==> src/design/owm_pkg.sv <==
// Shared types, constants and helpers for the 1-Wire bus master.
package owm_pkg;

    localparam int TIME_WIDTH = 10;
    // Duration compare width: holds any register value and 2^TIME_WIDTH
    localparam int DUR_W = ((TIME_WIDTH > 10) ? TIME_WIDTH : 10) + 1;
    localparam logic [DUR_W-1:0] DUR_LIM = DUR_W'(2 ** TIME_WIDTH);

    localparam int OP_W = 3;
    localparam int CFG_IDX_W = 3;
    localparam int CFG_DATA_W = 10;

    // Command codes
    localparam logic [OP_W-1:0] OP_NONE     = 3'd0;
    localparam logic [OP_W-1:0] OP_RESET    = 3'd1;
    localparam logic [OP_W-1:0] OP_WR_BIT   = 3'd2;
    localparam logic [OP_W-1:0] OP_RD_BIT   = 3'd3;
    localparam logic [OP_W-1:0] OP_WR_BYTE  = 3'd4;
    localparam logic [OP_W-1:0] OP_RD_BYTE  = 3'd5;

    // Register indexes
    localparam logic [CFG_IDX_W-1:0] REG_RESET_LOW    = 3'd0;
    localparam logic [CFG_IDX_W-1:0] REG_PRESENCE_WAIT = 3'd1;
    localparam logic [CFG_IDX_W-1:0] REG_RESET_RECOVER = 3'd2;
    localparam logic [CFG_IDX_W-1:0] REG_SHORT_LOW    = 3'd3;
    localparam logic [CFG_IDX_W-1:0] REG_LONG_LOW     = 3'd4;
    localparam logic [CFG_IDX_W-1:0] REG_READ_SAMPLE  = 3'd5;
    localparam logic [CFG_IDX_W-1:0] REG_SLOT_LEN     = 3'd6;

    // Phase codes
    localparam logic [2:0] PH_IDLE     = 3'd0;
    localparam logic [2:0] PH_RST_LOW  = 3'd1;
    localparam logic [2:0] PH_RST_WAIT = 3'd2;
    localparam logic [2:0] PH_RST_REC  = 3'd3;
    localparam logic [2:0] PH_SLOT     = 3'd4;

    typedef struct packed {
        logic [9:0] reset_low_us;
        logic [9:0] presence_wait_us;
        logic [9:0] reset_recover_us;
        logic [6:0] short_low_us;
        logic [6:0] long_low_us;
        logic [6:0] read_sample_us;
        logic [6:0] slot_len_us;
    } cfg_t;

    typedef struct packed {
        logic       drive_low;
        logic       busy_res;
        logic       done_res;
        logic       presence;
        logic [7:0] read_data;
        logic       rejected;
    } result_t;

    // Zero acts as one, anything past 2^TIME_WIDTH is clamped
    function automatic logic [DUR_W-1:0] eff_dur(input logic [9:0] v);
        logic [DUR_W-1:0] d;
        d = DUR_W'(v);
        if (v == 10'd0) begin
            d = DUR_W'(1);
        end
        if (d > DUR_LIM) begin
            d = DUR_LIM;
        end
        return d;
    endfunction

    function automatic logic [TIME_WIDTH-1:0] ext7(input logic [6:0] v);
        return {{(TIME_WIDTH-7){1'b0}}, v};
    endfunction

endpackage

==> src/design/onewire_bus_master.sv <==
// 1-Wire bus master timing engine, top level.
//
//  channel | ports          | transaction
//  --------+----------------+-------------------------------------------
//  s_      | s_valid/s_ready| one microsecond tick: op, wr_data, line_in
//  m_      | m_valid/m_ready| one result per tick: drive_low, status, data
//  cfg_    | cfg_wr_en      | timing register write, no wait
//
// One tick per clock while s_ready is high; the result appears in the cycle after the tick is taken.
// A bus reset spans reset_low + presence_wait + reset_recover ticks; a bit
// slot spans slot_len ticks, a byte eight slots.
// Reset clears the sequencer and restores the default timing registers.
// s_ready drops only while the result register is full and m_ready is low.
module onewire_bus_master
    import owm_pkg::*;
(
    input  logic                  aclk,
    input  logic                  aresetn,
    input  logic                  cfg_wr_en,
    input  logic [CFG_IDX_W-1:0]  cfg_addr,
    input  logic [CFG_DATA_W-1:0] cfg_wdata,
    input  logic                  s_valid,
    output logic                  s_ready,
    input  logic [OP_W-1:0]       s_op,
    input  logic [7:0]            s_wr_data,
    input  logic                  s_line_in,
    output logic                  m_valid,
    input  logic                  m_ready,
    output logic                  m_drive_low,
    output logic                  m_busy_res,
    output logic                  m_done_res,
    output logic                  m_presence,
    output logic [7:0]            m_read_data,
    output logic                  m_rejected
);

    cfg_t    cfg;
    result_t res_comb, res_q;
    logic    accept;

    assign accept = s_valid && s_ready;

    owm_cfg_regs u_cfg (
        .aclk      (aclk),
        .aresetn   (aresetn),
        .cfg_wr_en (cfg_wr_en),
        .cfg_addr  (cfg_addr),
        .cfg_wdata (cfg_wdata),
        .cfg       (cfg)
    );

    owm_engine u_engine (
        .aclk    (aclk),
        .aresetn (aresetn),
        .step    (accept),
        .op      (s_op),
        .wr_data (s_wr_data),
        .line_in (s_line_in),
        .cfg     (cfg),
        .res     (res_comb)
    );

    owm_out_reg u_out (
        .aclk     (aclk),
        .aresetn  (aresetn),
        .load     (accept),
        .res_in   (res_comb),
        .m_ready  (m_ready),
        .m_valid  (m_valid),
        .can_load (s_ready),
        .res_out  (res_q)
    );

    assign m_drive_low = res_q.drive_low;
    assign m_busy_res  = res_q.busy_res;
    assign m_done_res  = res_q.done_res;
    assign m_presence  = res_q.presence;
    assign m_read_data = res_q.read_data;
    assign m_rejected  = res_q.rejected;

    a_done_busy: assert property (@(posedge aclk) disable iff (!aresetn)
        m_valid && m_done_res |-> m_busy_res)
        else $error("done without busy");

    a_reject_busy: assert property (@(posedge aclk) disable iff (!aresetn)
        m_valid && m_rejected |-> m_busy_res)
        else $error("rejection while idle");

    a_rdata_done: assert property (@(posedge aclk) disable iff (!aresetn)
        m_valid && (m_read_data != 8'd0) |-> m_done_res)
        else $error("read data outside done tick");

    a_stall_full: assert property (@(posedge aclk) disable iff (!aresetn)
        !s_ready |-> m_valid && !m_ready)
        else $error("input stalled with room in result register");

endmodule

==> src/design/owm_cfg_regs.sv <==
// Timing register file of the 1-Wire bus master.
module owm_cfg_regs
    import owm_pkg::*;
(
    input  logic                  aclk,
    input  logic                  aresetn,
    input  logic                  cfg_wr_en,
    input  logic [CFG_IDX_W-1:0]  cfg_addr,
    input  logic [CFG_DATA_W-1:0] cfg_wdata,
    output cfg_t                  cfg
);

    cfg_t cfg_reg;

    always_ff @(posedge aclk) begin
        if (!aresetn) begin
            cfg_reg.reset_low_us     <= 10'd480;
            cfg_reg.presence_wait_us <= 10'd70;
            cfg_reg.reset_recover_us <= 10'd410;
            cfg_reg.short_low_us     <= 7'd6;
            cfg_reg.long_low_us      <= 7'd60;
            cfg_reg.read_sample_us   <= 7'd15;
            cfg_reg.slot_len_us      <= 7'd70;
        end else if (cfg_wr_en) begin
            unique case (cfg_addr)
                REG_RESET_LOW:     cfg_reg.reset_low_us     <= cfg_wdata;
                REG_PRESENCE_WAIT: cfg_reg.presence_wait_us <= cfg_wdata;
                REG_RESET_RECOVER: cfg_reg.reset_recover_us <= cfg_wdata;
                REG_SHORT_LOW:     cfg_reg.short_low_us     <= cfg_wdata[6:0];
                REG_LONG_LOW:      cfg_reg.long_low_us      <= cfg_wdata[6:0];
                REG_READ_SAMPLE:   cfg_reg.read_sample_us   <= cfg_wdata[6:0];
                REG_SLOT_LEN:      cfg_reg.slot_len_us      <= cfg_wdata[6:0];
                default: ;
            endcase
        end
    end

    assign cfg = cfg_reg;

endmodule

==> src/design/owm_engine.sv <==
// Phase sequencer: advances one microsecond tick per accepted transaction.
module owm_engine
    import owm_pkg::*;
(
    input  logic            aclk,
    input  logic            aresetn,
    input  logic            step,
    input  logic [OP_W-1:0] op,
    input  logic [7:0]      wr_data,
    input  logic            line_in,
    input  cfg_t            cfg,
    output result_t         res
);

    logic [2:0]            phase_reg, phase_next;
    logic [TIME_WIDTH-1:0] ticks_reg, ticks_next;
    logic [3:0]            bit_reg, bit_next;
    logic [7:0]            shift_reg, shift_next;
    logic                  presence_reg, presence_next;
    logic [OP_W-1:0]       op_reg, op_next;

    logic                  cmd, start, rd, byte_op, slot_end;
    logic [2:0]            cur_phase, bi;
    logic [TIME_WIDTH-1:0] cur_ticks;
    logic [3:0]            cur_bit;
    logic [7:0]            cur_shift, init_shift;
    logic [OP_W-1:0]       cur_op;
    logic [DUR_W-1:0]      t1;
    logic [6:0]            pulse_len;

    always_comb begin
        cmd = (op >= OP_RESET) && (op <= OP_RD_BYTE);
        start = (phase_reg == PH_IDLE) && cmd;

        case (op)
            OP_WR_BIT:  init_shift = {7'd0, wr_data[0]};
            OP_WR_BYTE: init_shift = wr_data;
            default:    init_shift = 8'd0;
        endcase

        // The accepting tick is already the command's first tick
        cur_phase = start ? ((op == OP_RESET) ? PH_RST_LOW : PH_SLOT) : phase_reg;
        cur_ticks = start ? '0 : ticks_reg;
        cur_bit   = start ? 4'd0 : bit_reg;
        cur_shift = start ? init_shift : shift_reg;
        cur_op    = start ? op : op_reg;

        phase_next    = cur_phase;
        ticks_next    = cur_ticks;
        bit_next      = cur_bit;
        shift_next    = cur_shift;
        presence_next = presence_reg;
        op_next       = cur_op;

        t1 = DUR_W'(cur_ticks) + DUR_W'(1);
        rd = (cur_op == OP_RD_BIT) || (cur_op == OP_RD_BYTE);
        byte_op = (cur_op == OP_WR_BYTE) || (cur_op == OP_RD_BYTE);
        bi = cur_bit[2:0];
        pulse_len = (rd || cur_shift[bi]) ? cfg.short_low_us : cfg.long_low_us;
        slot_end = 1'b0;

        res.drive_low = 1'b0;
        res.busy_res  = (cur_phase != PH_IDLE);
        res.done_res  = 1'b0;
        res.read_data = 8'd0;
        res.rejected  = (phase_reg != PH_IDLE) && cmd;

        unique case (cur_phase)
            PH_RST_LOW: begin
                res.drive_low = 1'b1;
                if (t1 >= eff_dur(cfg.reset_low_us)) begin
                    phase_next = PH_RST_WAIT;
                    ticks_next = '0;
                end else begin
                    ticks_next = t1[TIME_WIDTH-1:0];
                end
            end
            PH_RST_WAIT: begin
                if (t1 >= eff_dur(cfg.presence_wait_us)) begin
                    phase_next = PH_RST_REC;
                    ticks_next = '0;
                end else begin
                    ticks_next = t1[TIME_WIDTH-1:0];
                end
            end
            PH_RST_REC: begin
                // presence: a device holds the line low on the first recovery tick
                if (cur_ticks == '0) begin
                    presence_next = ~line_in;
                end
                if (t1 >= eff_dur(cfg.reset_recover_us)) begin
                    phase_next = PH_IDLE;
                    ticks_next = '0;
                    res.done_res = 1'b1;
                end else begin
                    ticks_next = t1[TIME_WIDTH-1:0];
                end
            end
            PH_SLOT: begin
                res.drive_low = (cur_ticks < ext7(pulse_len));
                if (rd && (cur_ticks == ext7(cfg.read_sample_us))) begin
                    shift_next[bi] = line_in;
                end
                slot_end = (t1 >= eff_dur({3'd0, cfg.slot_len_us}));
                if (slot_end) begin
                    ticks_next = '0;
                    bit_next = cur_bit + 4'd1;
                    if (bit_next >= (byte_op ? 4'd8 : 4'd1)) begin
                        phase_next = PH_IDLE;
                        res.done_res = 1'b1;
                        if (rd) begin
                            res.read_data = shift_next;
                        end
                    end
                end else begin
                    ticks_next = t1[TIME_WIDTH-1:0];
                end
            end
            default: ;
        endcase

        res.presence = presence_next;
    end

    always_ff @(posedge aclk) begin
        if (!aresetn) begin
            phase_reg    <= PH_IDLE;
            ticks_reg    <= '0;
            bit_reg      <= 4'd0;
            shift_reg    <= 8'd0;
            presence_reg <= 1'b0;
            op_reg       <= OP_NONE;
        end else if (step) begin
            phase_reg    <= phase_next;
            ticks_reg    <= ticks_next;
            bit_reg      <= bit_next;
            shift_reg    <= shift_next;
            presence_reg <= presence_next;
            op_reg       <= op_next;
        end
    end

endmodule

==> src/design/owm_out_reg.sv <==
// Result register between the sequencer and the result channel.
module owm_out_reg
    import owm_pkg::*;
(
    input  logic    aclk,
    input  logic    aresetn,
    input  logic    load,
    input  result_t res_in,
    input  logic    m_ready,
    output logic    m_valid,
    output logic    can_load,
    output result_t res_out
);

    logic    valid_reg;
    result_t data_reg;

    assign can_load = !valid_reg || m_ready;

    always_ff @(posedge aclk) begin
        if (!aresetn) begin
            valid_reg <= 1'b0;
        end else if (load) begin
            valid_reg <= 1'b1;
        end else if (m_ready) begin
            valid_reg <= 1'b0;
        end
    end

    always_ff @(posedge aclk) begin
        if (load) begin
            data_reg <= res_in;
        end
    end

    assign m_valid = valid_reg;
    assign res_out = data_reg;

endmodule
==> config.mk <==
export PLATFORM = sky130hd
export DESIGN_NAME = onewire_bus_master
export DESIGN_NICKNAME = d
export VERILOG_FILES = /design/src/design/owm_pkg.sv /design/src/design/onewire_bus_master.sv /design/src/design/owm_cfg_regs.sv /design/src/design/owm_engine.sv /design/src/design/owm_out_reg.sv
export SDC_FILE = /design/constraint.sdc
export NUM_CORES = 1
export LEC_CHECK = 0
export BUFFER_PORTS_ARGS = -buffer_cell sky130_fd_sc_hd__buf_2
export CORE_ASPECT_RATIO = 0.5
export CORE_MARGIN = 10
export CORE_UTILIZATION = 48
export CTS_CLUSTER_DIAMETER = 80
export CTS_CLUSTER_SIZE = 10
export DETAILED_ROUTE_END_ITERATION = 6
export GPL_TIMING_DRIVEN = 0
export PLACE_DENSITY = 0.72
export SLEW_MARGIN = 20
export SYNTH_ARGS = -nofsm -noshare
export SYNTH_HDL_FRONTEND = slang
export SYNTH_SLANG_ARGS = --single-unit
==> constraint.sdc <==
create_clock -name aclk -period 4.1 [get_ports aclk]
set_input_delay 0 -clock aclk [delete_from_list [all_inputs] [get_ports aclk]]
set_output_delay 0 -clock aclk [all_outputs]
set_load 0.1 [all_outputs]
==> results_dict.tcl, run 1 <==
set metrics [dict create \
    status "finished, final reports clean" \
    cpPeakStageDelay_ps 550 \
    vias 6130 \
    gp_congestion 0.8970 \
    setup.worst_path.start_class "input port" \
    die_x_um 182.6 \
    post-route-period-util_pct 97.07 \
    cts_root_buf "clkbuf_16" \
    htreeDepth 3 \
    antenna_found_initial 0 \
    setup_viol 0 \
    holdPathEnd "u_cfg.cfg[49]$_SDFFE_PN0P_" \
    synth_nets 868 \
    hold_class "in2reg" \
    port_buffers 43 \
    final-hold-violation-count 0 \
    synth_edf_count 13 \
    reg2reg_to "u_engine.ticks_reg[3]$_SDFFE_PN0P_" \
    tightest_slew_ps 836.8 \
    wl_met2_um 7907 \
    cts-buffers-inserted 9 \
    post-route-util_pct 57.86 \
    antennaDiodeCount 0 \
    worstPathMaxFanout 11 \
    largest_reg_flops 58 \
    cap_violations 0 \
    syn_area_mm2 0.006347 \
    maxUsedRoutingLayer "met4" \
    drive_gt1_share_pct 13.42 \
    grt_pass1_wl_um 28840 \
    grt_start_max_net_pins 23 \
    async_flop_share_pct 0 \
    insertion_delay_ps 360 \
    wire_per_inst_um 17.49 \
    drtAntennaViolNets 0 \
    fp.dieH_um 101.3 \
    path_class "in2reg" \
    r2r_slack_ps 150 \
    drv_slew 0 \
    peakVddDrop_v 0.0002382 \
    grt_pass1_vias 5549 \
    required_ps 4400 \
    grt-ovfl-total 0 \
    swShare_pct 31.94 \
    clkTransAtPathRegs_ps 70 \
    dp_hpwl_um 13640 \
    period_needed_ps 3980 \
    seqPwrFrac_pct 42.2 \
    path_buf_inv 5 \
    synthFlopType "dfxtp_1" \
    firstDrtPassIters 6 \
    setup_tns_ps 0 \
    fillers 1172 \
    finClkSkew_ps 9.695 \
    layout_setup_ws_ps 120.0 \
    max_freq_ghz 0.2513 \
    row_count 29 \
    slowest_stage "dlygate4sd3_1" \
    ys_types 72 \
    synth_seq_cells 101 \
    cpMostUsedCell "buf_6" \
    drc 0 \
    endpoint_kind "register" \
    worstPathCellList "dlygate4sd3_1 -> buf_6 -> or3_4 -> nand3_4 -> buf_12 -> and2_2 -> ha_4 -> xor2_4 -> buf_6 -> ha_4 -> o211ai_1 -> nand3_1 -> maj3_1 -> and3_4 -> or3_4 -> a211oi_4 -> buf_6 -> a22o_1" \
    p_int_mw 1.728 \
    core-area_mm2 0.01281 \
    syn_avg_cell_area_um2 7.914 \
    combinationalPowerShare_pct 22.5 \
    worstHoldPathCells 3 \
    cp.depth 18 \
    drtIter0Drc 521 \
    syn2layout_area_growth_pct 16.76 \
    maxSlewHeadroom_pct 43.62 \
    ys_seq_area_share_pct 33.90 \
    io_pins 45 \
    r2r_cells 19 \
    cts.sink_count 101 \
    power_leakage_nw 3.027 \
    most-common-layout-cells "150 x nand2_1, 86 x dfxtp_1, 63 x nor2_1" \
    die_area_mm2 0.01850 \
    layout_commonest_cell "nand2_1" \
    routed_wl_um 18340 \
    pwr_density_cell_mw_per_mm2 342.5 \
    dp_slack_ps -1057 \
    wl_met3_um 1382 \
    cts_tree "done" \
    pwr-share-clk_pct 35.3 \
    synthCells 802 \
    vias_per_cell 5.844 \
    path_delay_family "simple AND/OR/NAND/NOR gates" \
    drt-met1-wl_um 8704 \
    r2r_start "u_engine.phase_reg[2]$_SDFFE_PN0P_" \
    multiInputGateArea_mm2 0.003965 \
    hp-start "cfg_wdata[1]" \
    grt_usage_pct 19.21 \
    clock_path_buffers 2 \
    critPathArrivalTime_ps 4280 \
    nNetsFinal 941 \
    regArea_mm2 0.002155 \
    initial_core_util_pct 49.56 \
    yosys_warnings 0 \
    power_switching_mw 0.8107 \
]
-- worst min-delay path, delay by kind of cell --
kind | cells | cell delay [ps]
AND/OR/NAND/NOR | 1 | 90
buffers and inverters | 1 | 180
AO/OA/AOI/OAI | 1 | 60
-- worst max path at each step --
stage | to | slack, ps | from
after global placement | u_out.res_out[1]$_SDFFCE_PN0P_ | -1000 | u_engine.phase_reg[1]$_SDFFE_PN0P_
after CTS | u_engine.ticks_reg[3]$_SDFFE_PN0P_ | 50 | u_engine.phase_reg[2]$_SDFFE_PN0P_
after floorplan | u_engine.ticks_reg[1]$_SDFFE_PN0P_ | 20 | u_engine.phase_reg[2]$_SDFFE_PN0P_
after detailed placement | u_out.res_out[1]$_SDFFCE_PN0P_ | -1060 | u_engine.phase_reg[1]$_SDFFE_PN0P_
after global routing | u_engine.ticks_reg[7]$_SDFFE_PN0P_ | -5 | u_engine.phase_reg[2]$_SDFFE_PN0P_
final | u_engine.ticks_reg[3]$_SDFFE_PN0P_ | 120 | s_op[0]
-- cell usage after synthesis, types with 3 or more instances --
| library cell | instances | share of area (%) |
|---|---|---|
| nand2b_1 | 7 | 0.69 |
| and2_1 | 12 | 1.2 |
| o2111ai_1 | 3 | 0.41 |
| a21oi_1 | 58 | 4.6 |
| mux2i_1 | 21 | 3.3 |
| a22oi_1 | 3 | 0.35 |
| ha_1 | 36 | 7.1 |
| a211oi_1 | 8 | 0.95 |
| nand3_1 | 35 | 2.8 |
| a32o_1 | 3 | 0.47 |
| mux2_2 | 5 | 0.89 |
| nand2_1 | 151 | 8.9 |
| nand3b_1 | 5 | 0.59 |
| a21o_1 | 6 | 0.71 |
| buf_2 | 4 | 0.32 |
| o21a_1 | 10 | 1.2 |
| a41o_1 | 4 | 0.63 |
| nand4_1 | 8 | 0.79 |
| dfxtp_1 | 88 | 28 |
| edfxtp_1 | 13 | 6.2 |
| a31oi_1 | 5 | 0.49 |
| nor2b_1 | 14 | 1.4 |
| o21ai_0 | 25 | 2.0 |
| a2111oi_0 | 3 | 0.41 |
| buf_4 | 4 | 0.47 |
| nor2_1 | 64 | 3.8 |
| inv_1 | 40 | 2.4 |
| and3_1 | 10 | 0.99 |
| o31ai_1 | 3 | 0.35 |
| o22ai_1 | 5 | 0.49 |
| maj3_1 | 5 | 0.79 |
| xnor2_1 | 6 | 0.83 |
| a22o_1 | 8 | 1.1 |
| or3_1 | 3 | 0.30 |
| clkbuf_1 | 29 | 1.7 |
| xor2_1 | 12 | 1.7 |
| nor4_1 | 6 | 0.59 |
| o211ai_1 | 21 | 2.5 |
| nor3_1 | 14 | 1.1 |
-- layer usage --
layer	GRT usage [%]	vias up
li1	-	3004
met1	25.79	2865
met2	30.08	230
met3	4.448	31
met4	6.091	0
met5	0	-
-- area by class of cell --
| type | count | area share [%] |
|---|---|---|
| Buffer | 38 | 2.786 |
| Tap cell | 170 | 2.870 |
| Inverter | 40 | 2.026 |
| Sequential cell | 101 | 29.07 |
| Multi-Input combinational cell | 620 | 53.50 |
| Clock buffer | 9 | 3.039 |
| Clock inverter | 6 | 1.064 |
| Timing Repair Buffer | 65 | 5.639 |
-- through the flow --
stage	total power, mW	instances	instance area (um2)	hold WS (ps)
3_5_place_dp	1.593	1015	6784	263.2
3_3_place_gp	1.584	1015	6784	249.2
6_report	2.538	1049	7411	23.16
5_1_grt	2.621	1049	7411	33.35
2_1_floorplan	1.450	802	6356	124.0
4_1_cts	2.510	1042	7306	14.91
-- what timing repair did --
action / CTS / global route
pin swaps: 3 / 2
hold buffers: 12 / 0
setup buffers: 2 / 8
endpoints found under the setup margin: 26 / 21
endpoints found under the hold margin: 35 / 0
resized for setup: 19 / 12
-- cells by family (layout without fill, tap and decap cells) --
group	count (synthesis)	in the layout	synth area share [%]
AO/OA/AOI/OAI	188	188	20.42
flip-flops	101	101	33.90
XOR/XNOR	18	18	2.484
AND/OR/NAND/NOR	345	345	25.41
buffers and inverters	81	158	5.342
multiplexers	26	26	4.199
adder cells (fa/ha/maj)	43	43	8.240
-- power by group through the flow --
stage	clock, mW	combinational (mW)	sequential (mW)
2_1_floorplan	0	0.299	1.15
3_3_place_gp	0	0.497	1.09
3_5_place_dp	0	0.505	1.09
4_1_cts	0.908	0.534	1.07
5_1_grt	0.932	0.615	1.07
6_report	0.897	0.571	1.07
Power figures use the tool's default switching activity.
==> inputs of run 2 (changes only) <==
clock period = 3.6 ns   (was 4.1 ns; I/O delays follow)
==> run 2 against run 1 <==
Net effect:
- the run now ends with setup timing left
- utilization up 3.1 points
- critical path depth up 3
- non-clock buffer count up 23
- critical path type is now reg2reg
- die area unchanged
- worst hold slack worse by 11 ps
- final cell count up 2.3%
- wire length up 6.7%
- via count up 2.9%
- highest routed layer unchanged
- clock skew down 1.0 ps
==> results_dict.tcl, run 2 (synthesis gave the netlist of run 1 again) <==
set metrics [dict create \
    path_buf_inv 9 \
    violations "setup timing" \
    cpMostUsedCell "buf_4" \
    grt-ovfl-total 0 \
    slowest_stage "maj3_1" \
    cp.depth 21 \
    dp_hpwl_um 13820 \
    layout_setup_ws_ps -109.0 \
    grt_pass1_vias 5773 \
    nNetsFinal 964 \
    insertion_delay_ps 360 \
    firstDrtPassIters 5 \
    cp-startpoint "u_engine.phase_reg[0]$_SDFFE_PN0P_" \
    endpoint_kind "register" \
    path_class "reg2reg" \
    htreeDepth 3 \
    setup.worst_path.start_class "register" \
    wire_per_inst_um 18.23 \
    power_leakage_nw 3.184 \
    maxSlewHeadroom_pct 40.20 \
    cts_tree "done" \
    antennaDiodeCount 0 \
    clkTransAtPathRegs_ps 80 \
    layout_commonest_cell "nand2_1" \
    rsz0062_at_grt "yes" \
    critPathArrivalTime_ps 3970 \
    drv_slew 0 \
    drive_gt1_share_pct 19.16 \
    vias_per_cell 5.879 \
    critPathCapture "u_engine.ticks_reg[8]$_SDFFE_PN0P_" \
    tightest_slew_ps 887.6 \
    final-hold-violation-count 0 \
    setup_tns_ps -770.8 \
    die_x_um 182.6 \
    cap_violations 0 \
    core-area_mm2 0.01281 \
    gp_congestion 0.8691 \
    setup_viol 15 \
    cts.sink_count 101 \
    antenna_found_initial 0 \
    routed_wl_um 19570 \
    largest_reg_flops 58 \
    required_ps 3860 \
    reg2reg_to "u_engine.ticks_reg[8]$_SDFFE_PN0P_" \
    fp.dieH_um 101.3 \
    status "finished with violations" \
    worstPathCellList "nor3_4 -> buf_6 -> nand3_4 -> buf_8 -> clkbuf_16 -> and2_4 -> ha_4 -> xor2_4 -> ha_4 -> o211ai_1 -> buf_4 -> buf_4 -> buf_4 -> buf_4 -> buf_4 -> buf_4 -> nand2_1 -> maj3_1 -> nand3_2 -> a211oi_1 -> a211oi_1" \
    grt_usage_pct 20.48 \
    r2r_start "u_engine.phase_reg[0]$_SDFFE_PN0P_" \
    r2r_slack_ps -110 \
    post-route-util_pct 60.93 \
    die_area_mm2 0.01850 \
    max_freq_ghz 0.2696 \
    r2r_cells 21 \
    pwr_density_cell_mw_per_mm2 383.6 \
    cts_root_buf "clkbuf_16" \
    grt_pass1_wl_um 30530 \
    syn2layout_area_growth_pct 22.94 \
    dp_slack_ps -858.6 \
    io_pins 45 \
    cpPeakStageDelay_ps 400 \
    hold_class "in2reg" \
    vias 6308 \
    most-common-layout-cells "150 x nand2_1, 85 x dfxtp_1, 58 x nor2_1" \
    hp-start "cfg_wdata[2]" \
    finClkSkew_ps 8.680 \
    worstPathMaxFanout 5 \
    drtIter0Drc 702 \
    drtAntennaViolNets 0 \
    grt_start_max_net_pins 23 \
    initial_core_util_pct 49.56 \
    drc 0 \
    period_needed_ps 3709 \
    path_delay_family "buffers and inverters" \
    port_buffers 43 \
    row_count 29 \
    peakVddDrop_v 0.0002334 \
    post-route-period-util_pct 103.0 \
    clock_path_buffers 2 \
    cts-buffers-inserted 9 \
]
==> run 2: cell count changes in the layout (fill, tap and decap cells not counted), moves of 3 or more <==
cell / delta
a21oi_2: +4
nor2_1: -5
and2_4: +3
buf_4: +23
ha_4: +3
dfxtp_4: +3
nor2_2: +4
a21oi_1: -5
ha_1: -3
==> run 2: worst register-to-register path: stages (launching register included) <==
cell       delay [ps]
dfxtp_4           360
nor3_4            190
buf_6             130
nand3_4           110
buf_8             160
clkbuf_16         140
and2_4            160
ha_4              190
xor2_4            330
ha_4              260
o211ai_1          110
buf_4             150
buf_4              90
buf_4              90
buf_4             100
buf_4             100
buf_4              90
nand2_1            40
maj3_1            400
nand3_2           110
a211oi_1           70
a211oi_1          250
==> run 2: worst min path at each step <==
stage / to / slack, ps / depth (start not counted)
after CTS: u_cfg.cfg[30]$_SDFFE_PN0P_ / 0.2 / 3
after global placement: u_out.m_valid$_SDFFE_PN0P_ / 250 / 3
final: u_cfg.cfg[30]$_SDFFE_PN0P_ / 10 / 3
after detailed placement: u_out.m_valid$_SDFFE_PN0P_ / 250 / 3
after global routing: u_cfg.cfg[49]$_SDFFE_PN0P_ / 30 / 3
after floorplan: u_cfg.cfg[10]$_SDFFE_PN1P_ / 120 / 2
==> run 2: power by group <==
part | leakage [nW] | internal, mW | switching [mW]
registers | 0.848 | 1.19 | 0.0325
clock network | 0.153 | 0.572 | 0.477
logic | 2.18 | 0.271 | 0.455
total | 3.18 | 2.03 | 0.965
==> run 2: routing by layer <==
metal  share of wire [%]  vias up  track usage (%)
met5                   0        -                0
met4                 1.5        0            5.221
met3                 8.2       30            5.374
met2                  44      247            32.14
met1                  47     2990            27.53
li1                    -     3041                -
==> run 2: final cells by class <==
type,count,area [um2]
clock inverters,6,75.07
well taps,170,212.7
multi-input cells,620,4150
flip-flops and latches,101,2163
inverters,40,150.1
plain buffers,37,210.2
clock buffers,10,239.0
fillers,1124,5005
repair buffers,89,603.1
==> run 2: metrics by stage <==
stage | instance area (um2) | hold WS (ps) | total power, mW | instances
after global routing | 7804 | 32.36 | 3.086 | 1073
after global placement | 6868 | 249.8 | 1.826 | 1015
after floorplan | 6440 | 124.0 | 1.673 | 802
after CTS | 7621 | 0.1744 | 2.950 | 1064
after detailed placement | 6868 | 251.9 | 1.838 | 1015
final | 7804 | 12.50 | 2.994 | 1073
==> run 2: what timing repair did <==
action | in CTS | in global routing
buffers inserted | 25 | 10
hold endpoints to repair | 32 | 0
cloned | 0 | 0
hold buffers | 11 | 0
gates resized for setup | 37 | 28
setup endpoints to repair | 27 | 27
pin swaps | 19 | 27
==> inputs of run 3 (changes only) <==
MAX_ROUTING_LAYER = met4   (was not set)
==> run 3 against run 2 <==
Net effect:
- the flow still finishes with violations (setup timing)
- die area is the same
- utilization hardly changed
- register-to-register slack hardly changed
- non-clock buffer count is 1 lower
- cell area hardly changed
- worst hold slack better by 3.2 ps
- sequential share of layout area barely moved
- via count barely moved
- wire length grew 0.16%
- largest power group unchanged
- total power barely moved
- combinational power barely moved
==> results_dict.tcl, run 3 (synthesis gave the netlist of run 1 again) <==
set metrics [dict create \
    drtAntennaViolNets 0 \
    drv_slew 0 \
    gp_congestion 0.8832 \
    critPathArrivalTime_ps 3990 \
    die_x_um 182.6 \
    place_area_mm2 0.006868 \
    grt_usage_pct 21.13 \
    largest_reg_flops 58 \
    required_ps 3890 \
    syn2layout_area_growth_pct 23.02 \
    fin_cells 1072 \
    clock_path_buffers 2 \
    period_needed_ps 3696 \
    row_count 29 \
    rsz0062_at_grt "yes" \
    vias_per_cell 5.882 \
    place_inst 1015 \
    grtUsageMet2_pct 32.28 \
    die_area_mm2 0.01850 \
    max_freq_ghz 0.2706 \
    tightest_slew_ps 886.5 \
    routed_wl_um 19600 \
    status "finished with violations" \
    dp_hpwl_um 13820 \
    hold_class "in2reg" \
    p_int_mw 2.029 \
    drtIter0Drc 637 \
    grt_pass1_wl_um 30550 \
    peakVddDrop_v 0.0002360 \
    dp_slack_ps -858.6 \
    insertion_delay_ps 360 \
    grt_pass1_vias 5776 \
    htreeDepth 3 \
    drive_gt1_share_pct 19.29 \
    swShare_pct 32.21 \
    cts_root_buf "clkbuf_16" \
    gr-usage-met1_pct 27.64 \
    seqPwrFrac_pct 40.7 \
    core-area_mm2 0.01281 \
    path_class "reg2reg" \
    combinationalPowerShare_pct 24.3 \
    final_area_mm2 0.007809 \
    grt_use_met3_pct 5.018 \
    power_leakage_nw 3.183 \
    clkTransAtPathRegs_ps 80 \
    port_buffers 43 \
    grt_start_max_net_pins 23 \
    layout_commonest_cell "nand2_1" \
    violations "setup timing" \
    total_power_mw 2.993 \
    cap_violations 0 \
    cts-buffers-inserted 9 \
    nNetsFinal 963 \
    fp.dieH_um 101.3 \
    top_usage_layer "met2" \
    layout_setup_ws_ps -96.05 \
    io_pins 45 \
    antennaDiodeCount 0 \
    setup.worst_path.start_class "register" \
    drc 0 \
    final-hold-violation-count 0 \
    most-common-layout-cells "150 x nand2_1, 85 x dfxtp_1, 58 x nor2_1" \
    initial_core_util_pct 49.56 \
    firstDrtPassIters 5 \
    worstPathMaxFanout 7 \
    post-route-period-util_pct 102.7 \
    wire_per_inst_um 18.28 \
    endpoint_kind "register" \
    finClkSkew_ps 8.637 \
    cts.sink_count 101 \
    setup_viol 15 \
    cts_tree "done" \
    antenna_found_initial 0 \
    pwr-share-clk_pct 34.9 \
    power_switching_mw 0.9641 \
    vias 6306 \
    setup_tns_ps -861.1 \
    grt-ovfl-total 0 \
    pwr_density_cell_mw_per_mm2 383.3 \
    maxSlewHeadroom_pct 40.28 \
]
==> run 3: cell count changes in the layout (fill, tap and decap cells not counted) <==
cell     before  now
o22ai_1       5    3
o22ai_2       0    2
buf_4        34   33
==> run 3: final timing paths <==
| path | start | to | slack [ps] | depth (start not counted) |
|---|---|---|---|---|
| setup / recovery | u_engine.phase_reg[0]$_SDFFE_PN0P_ | u_engine.ticks_reg[4]$_SDFFE_PN0P_ | -100 | 19 |
| setup reg to reg | u_engine.phase_reg[0]$_SDFFE_PN0P_ | u_engine.ticks_reg[4]$_SDFFE_PN0P_ | -100 | 19 |
| hold / removal | cfg_wdata[1] | u_cfg.cfg[49]$_SDFFE_PN0P_ | 20 | 3 |
| hold reg to reg | u_cfg.cfg[24]$_SDFFE_PN0P_ | u_cfg.cfg[24]$_SDFFE_PN0P_ | 460 | 2 |
==> run 3: power by group through the flow <==
stage	Clock, mW	Combinational [mW]	Sequential, mW
after floorplan	0	0.362	1.31
after global placement	0	0.588	1.24
after detailed placement	0	0.599	1.24
after CTS	1.05	0.681	1.22
after global routing	1.09	0.775	1.22
final	1.05	0.728	1.22
==> run 3: repair_timing <==
action / 4_1_cts / 5_1_grt
pin swaps: 19 / 28
endpoints found under the setup margin: 27 / 27
hold endpoints to repair: 32 / 0
cloned: 0 / 0
hold buffers: 11 / 0
gates resized for setup: 37 / 30
buffers inserted: 25 / 9
==> run 3: final cells by class <==
| cell class | instances | area (um2) |
|---|---|---|
| Fill cell | 1126 | 5000 |
| Multi-Input combinational cell | 620 | 4163 |
| Sequential cell | 101 | 2163 |
| Timing Repair Buffer | 88 | 595.6 |
| Clock buffer | 10 | 239.0 |
| Tap cell | 170 | 212.7 |
| Buffer | 37 | 210.2 |
| Inverter | 40 | 150.1 |
| Clock inverter | 6 | 75.07 |
==> run 3: critical path, stage by stage, from the launching register on <==
cell	delay [ps]
dfxtp_4	360
nor3_4	190
buf_6	130
nand3_4	110
buf_8	150
clkbuf_16	140
and2_4	150
ha_4	190
xor2_4	330
buf_6	150
ha_4	180
o21a_1	190
a21oi_2	160
nand2_1	90
a41o_4	290
a21oi_4	200
a211oi_4	70
a211oi_4	250
buf_6	160
a22o_1	140
==> run 3: per-stage QoR <==
| stage | utilization [%] | hold slack (ps) |
|---|---|---|
| floorplan | - | 124.0 |
| global placement | 53.62 | 249.8 |
| detailed placement | 53.62 | 251.9 |
| CTS | 59.50 | 0.1744 |
| global route | 60.97 | 33.40 |
| finish | 60.97 | 15.68 |
==> run 3: metal layers <==
layer | share of wire [%] | wire length, um
met1 | 47 | 9156
met2 | 44 | 8687
met3 | 7.6 | 1498
met4 | 1.3 | 254
met5 | 0 | 0
